**src/brg_pkg.sv**
```systemverilog
// Shared types and constants for the banker's-algorithm grant engine.
`timescale 1ns / 1ps
package brg_pkg;

	// Field widths of a request and of a result
	localparam int CMD_W  = 3;
	localparam int ID_W   = 4;
	localparam int AMT_W  = 8;
	localparam int KIND_W = 3;

	localparam logic [AMT_W-1:0] UNIT_MAX = 8'hFF;

	// Command codes
	localparam logic [CMD_W-1:0] CMD_LDAV  = 3'd0;
	localparam logic [CMD_W-1:0] CMD_LDCL  = 3'd1;
	localparam logic [CMD_W-1:0] CMD_ADMIT = 3'd2;
	localparam logic [CMD_W-1:0] CMD_REQ   = 3'd3;
	localparam logic [CMD_W-1:0] CMD_REL   = 3'd4;
	localparam logic [CMD_W-1:0] CMD_FIN   = 3'd5;

	// Result kinds
	localparam logic [KIND_W-1:0] KIND_ACK   = 3'd0;
	localparam logic [KIND_W-1:0] KIND_GRANT = 3'd1;
	localparam logic [KIND_W-1:0] KIND_BLOCK = 3'd2;
	localparam logic [KIND_W-1:0] KIND_UNBLK = 3'd3;
	localparam logic [KIND_W-1:0] KIND_REJ   = 3'd4;

	// Operations of the shared arithmetic unit
	typedef enum logic [1:0] {
		ALU_ADD,
		ALU_DEC,
		ALU_SAT8,
		ALU_FIT
	} alu_op_t;

endpackage

```
**src/brg_alu.sv**
```systemverilog
// Shared arithmetic unit: add, decrement, saturating add and need-fits compare.
`timescale 1ns / 1ps
module brg_alu #(
	parameter int W = 13
) (
	input  brg_pkg::alu_op_t op,
	input  logic [W-1:0]     a,
	input  logic [W-1:0]     b,
	input  logic [W-1:0]     c,
	output logic [W-1:0]     res,
	output logic             fit
);
	import brg_pkg::*;

	logic [W:0]   sum;
	logic [W-1:0] need;

	always_comb begin
		sum  = {1'b0, a} + {1'b0, b};
		// need is claim minus held, floored at zero
		need = (a > b) ? (a - b) : '0;
		fit  = (need <= c);
		unique case (op)
			ALU_ADD:  res = sum[W-1:0];
			ALU_DEC:  res = a - W'(1);
			ALU_SAT8: res = (sum > (W+1)'(UNIT_MAX)) ? W'(UNIT_MAX) : sum[W-1:0];
			ALU_FIT:  res = '0;
			default:  res = '0;
		endcase
	end

endmodule

```
**config.mk**
```make
export PLATFORM = sky130hd
export DESIGN_NAME = brg_alu
export DESIGN_NICKNAME = d
export VERILOG_FILES = /design/src/brg_pkg.sv /design/src/brg_alu.sv
export SDC_FILE = /design/constraint.sdc
export NUM_CORES = 1
export LEC_CHECK = 0
export BUFFER_PORTS_ARGS = -buffer_cell sky130_fd_sc_hd__clkbuf_2
export CORE_MARGIN = 1.5
export CORE_UTILIZATION = 25
export DETAILED_ROUTE_END_ITERATION = 8
export PLACE_DENSITY = 0.54
export SYNTH_ARGS = -nofsm -noshare
export SYNTH_HDL_FRONTEND = slang
export SYNTH_SLANG_ARGS = --single-unit
```
**constraint.sdc**
```tcl
create_clock -name vclk -period 4.3
set_clock_uncertainty 0.15 [all_clocks]
set_input_delay 0.215 -clock vclk [all_inputs]
set_output_delay 0.215 -clock vclk [all_outputs]
set_load 0.02 [all_outputs]
```
==> metrics.md <==
| Metric | Value |
|---|---|
| Status | `completed` |
| Syn Inst Count | `302` |
| Ant. Diodes | `0` |
| First-pass GRT wire length | `9520 µm` |
| Fin crit share | `0.928` |
| Max rail drop VDD | `0.0525 mV` |
| Syn_area_per_cell | `6.97 µm²` |
| Final min period | `3990 ps` |
| Vias in the first global route | `2094` |
| Synth cell types | `55` |
| DRC errors left | `0` |
| Lkg Pwr | `1.21 nW` |
| CP max stage delay | `420 ps` |
| Routed Wire Length | `5920 µm` |
| Final hold viol count | `0` |
| Required time of the worst setup path | `3930 ps` |
| Post-CTS setup buffer count | `0` |
| Crit-path cells | `clkbuf_2, inv_1, ha_1, nor2b_1, o21ai_1, a21oi_1, o41ai_2, nand2_1, nand4_1, a211o_1, nor3_2, ha_1, and4_1, a2111oi_0, o211ai_1, o2111ai_1, nand2_1, o31ai_1, clkbuf_2` |
| Startpoint type of the worst setup path | `input pin` |
| WP buf/inv | `3` |
| TNS Setup | `0 ps` |
| DRT Pass-1 Iters | `4` |
| Syn Nets | `385` |
| Final weighted congestion in routability-driven placement | `0.844` |
| MaxCap Viol Count | `0` |
| Warnings, synthesis | `0` |
| Starting Density | `0.258` |
| Floorplan row count | `33` |
| CP Capture Type | `primary output` |
| Worst slew pin tran | `697 ps` |
| Final setup vio count | `0` |
| Cell Pwr Density | `145 nW/µm²` |
| Sequential area share after synthesis | `0` |
| Remaining global-route overflow | `0` |
| DR vias/cell | `4.83` |
| Reg area | `0 µm²` |
| Max Slew Vio Count | `0` |
| Hold_buf cts | `0` |
| Clkbuf count | `0` |
| Worst Hold Slack | `676 ps` |
| Worst Path Class, Setup | `input pin to primary output` |
| Die H | `94.8 µm` |
| Post-route ant nets | `0` |
| Worst-path cell with the longest stage delay | `a2111oi_0` |
| RSZ-0062 raised after global routing | `no` |
| Largest net degree at the start of global routing | `22` |
| Relative slew slack | `0.531` |
| Detailed Place HPWL | `5070 µm` |
| Hold WC Path Type | `input pin to primary output` |
| Core ar. | `8180 µm²` |
| Layout cells sized above 1 | `0.208` |
| DRT iter0 DRCs | `102` |
| Fillers | `935` |
| Die W | `94.8 µm` |
| Ports | `55` |
| Post-layout nets | `436` |
| Initial antenna violation count | `0` |
| Die Area | `8980 µm²` |
| Vias | `2203` |
| Family with the most delay on the worst path | `compound AO/OA/AOI/OAI gates` |
| Area grow syn2layout | `19.1%` |
| Crit Path Max Fanout | `10` |
| Avg WL per Cell | `13.0 µm` |
| Cell area after synthesis | `2110 µm²` |
| Arrival time worst endpoint | `3620 ps` |
| Buffers on Ports | `55` |
| GR Util All Layers | `0.128` |
| Fmax | `0.251 GHz` |
| Flip-flop and latch count | `0` |
kinds of logic (layout without fill, tap and decap cells):
group                      after synthesis  in the layout  synth area share
and+or+nand+nor                        102            102             0.257
AOI/OAI and AO/OA                       83             83             0.289
buffers and inverters                   52            101             0.101
adders and majority gates               42             42             0.257
xor gates and xnor gates                23             23            0.0957
through the flow:
stage           util  power [W]  cell area [µm²]  worst slack, ps  cells
5_1_grt        0.307   0.000406             2510             16.0    456
3_3_place_gp   0.305   0.000361             2490              306    456
2_1_floorplan      -   0.000262             2110              648    302
6_report       0.307   0.000364             2510              311    456
3_5_place_dp   0.305   0.000361             2490              214    456
4_1_cts        0.305   0.000364             2490              197    456
synthesized netlist by cell type (all sizes together), types with 2 or more instances:
cell type | instances | area share
nand2b | 5 | 0.015
o2111ai | 2 | 0.0083
nand3b | 2 | 0.0071
nand3 | 3 | 0.0071
a21oi | 22 | 0.052
o31ai | 2 | 0.0071
a31oi | 4 | 0.019
nor3 | 16 | 0.040
xnor2 | 18 | 0.075
ha | 40 | 0.24
nand4 | 7 | 0.021
o21ai | 20 | 0.048
inv | 40 | 0.071
and3 | 2 | 0.0059
o41ai | 2 | 0.017
o22a | 2 | 0.0083
fa | 2 | 0.019
or3 | 2 | 0.0083
buf | 6 | 0.019
clkbuf | 6 | 0.011
a2111oi | 3 | 0.024
nor4 | 5 | 0.015
nor2b | 13 | 0.039
o21bai | 6 | 0.023
o22ai | 2 | 0.0059
a211oi | 6 | 0.021
o21a | 3 | 0.011
nor3b | 3 | 0.013
a21o | 3 | 0.011
nand2 | 9 | 0.016
xor2 | 5 | 0.021
nor2 | 31 | 0.055
report_power, final:
| group | total, W | internal [W] | switching, W |
|---|---|---|---|
| registers | 0 | 0 | 0 |
| logic | 0.000364 | 0.000151 | 0.000213 |
| clock network | 0 | 0 | 0 |
| total | 0.000364 | 0.000151 | 0.000213 |
per-layer routing:
layer  wire length, µm  track usage  vias to the layer above
met3               144      0.00242                        6
li1                  -            -                     1167
met1              2990        0.183                      987
met4                96       0.0174                        0
met5                 0            0                        -
met2              2690        0.220                       43
placed cells by master (no fill, tap or decap), types with 2 or more instances in the layout:
cell	instances
clkbuf_2	55
ha_1	40
inv_1	39
nor2_1	31
a21oi_1	22
xnor2_1	18
nor3_1	14
nor2b_1	13
o21ai_1	10
o21ai_0	10
nand2_1	9
nand4_1	7
a211oi_1	6
buf_4	6
nor4_1	5
nand2b_1	5
o21bai_1	5
xor2_1	5
a21o_1	3
a31oi_1	3
nand3_1	3
o21a_1	3
and3_1	2
nor3_2	2
nor3b_1	2
o31ai_1	2
o2111ai_1	2
nand3b_1	2
o22a_1	2
o22ai_1	2
fa_1	2
area by class of cell:
type | count | area [µm²] | area share
Inverter | 40 | 150 | 0.0599
Timing Repair Buffer | 61 | 320 | 0.128
Multi-Input combinational cell | 250 | 1910 | 0.760
Tap cell | 105 | 131 | 0.0524
timing repair:
item,in CTS,in global routing
endpoints found under the setup margin,0,1
hold endpoints to repair,0,0
resized for setup,0,2
final timing paths:
check | startpoint | end | depth (start not counted) | slack, ps
max | b[1] | fit | 19 | 310
min | op[1] | res[12] | 3 | 680
No activity file was read; power rests on OpenSTA's default activity.
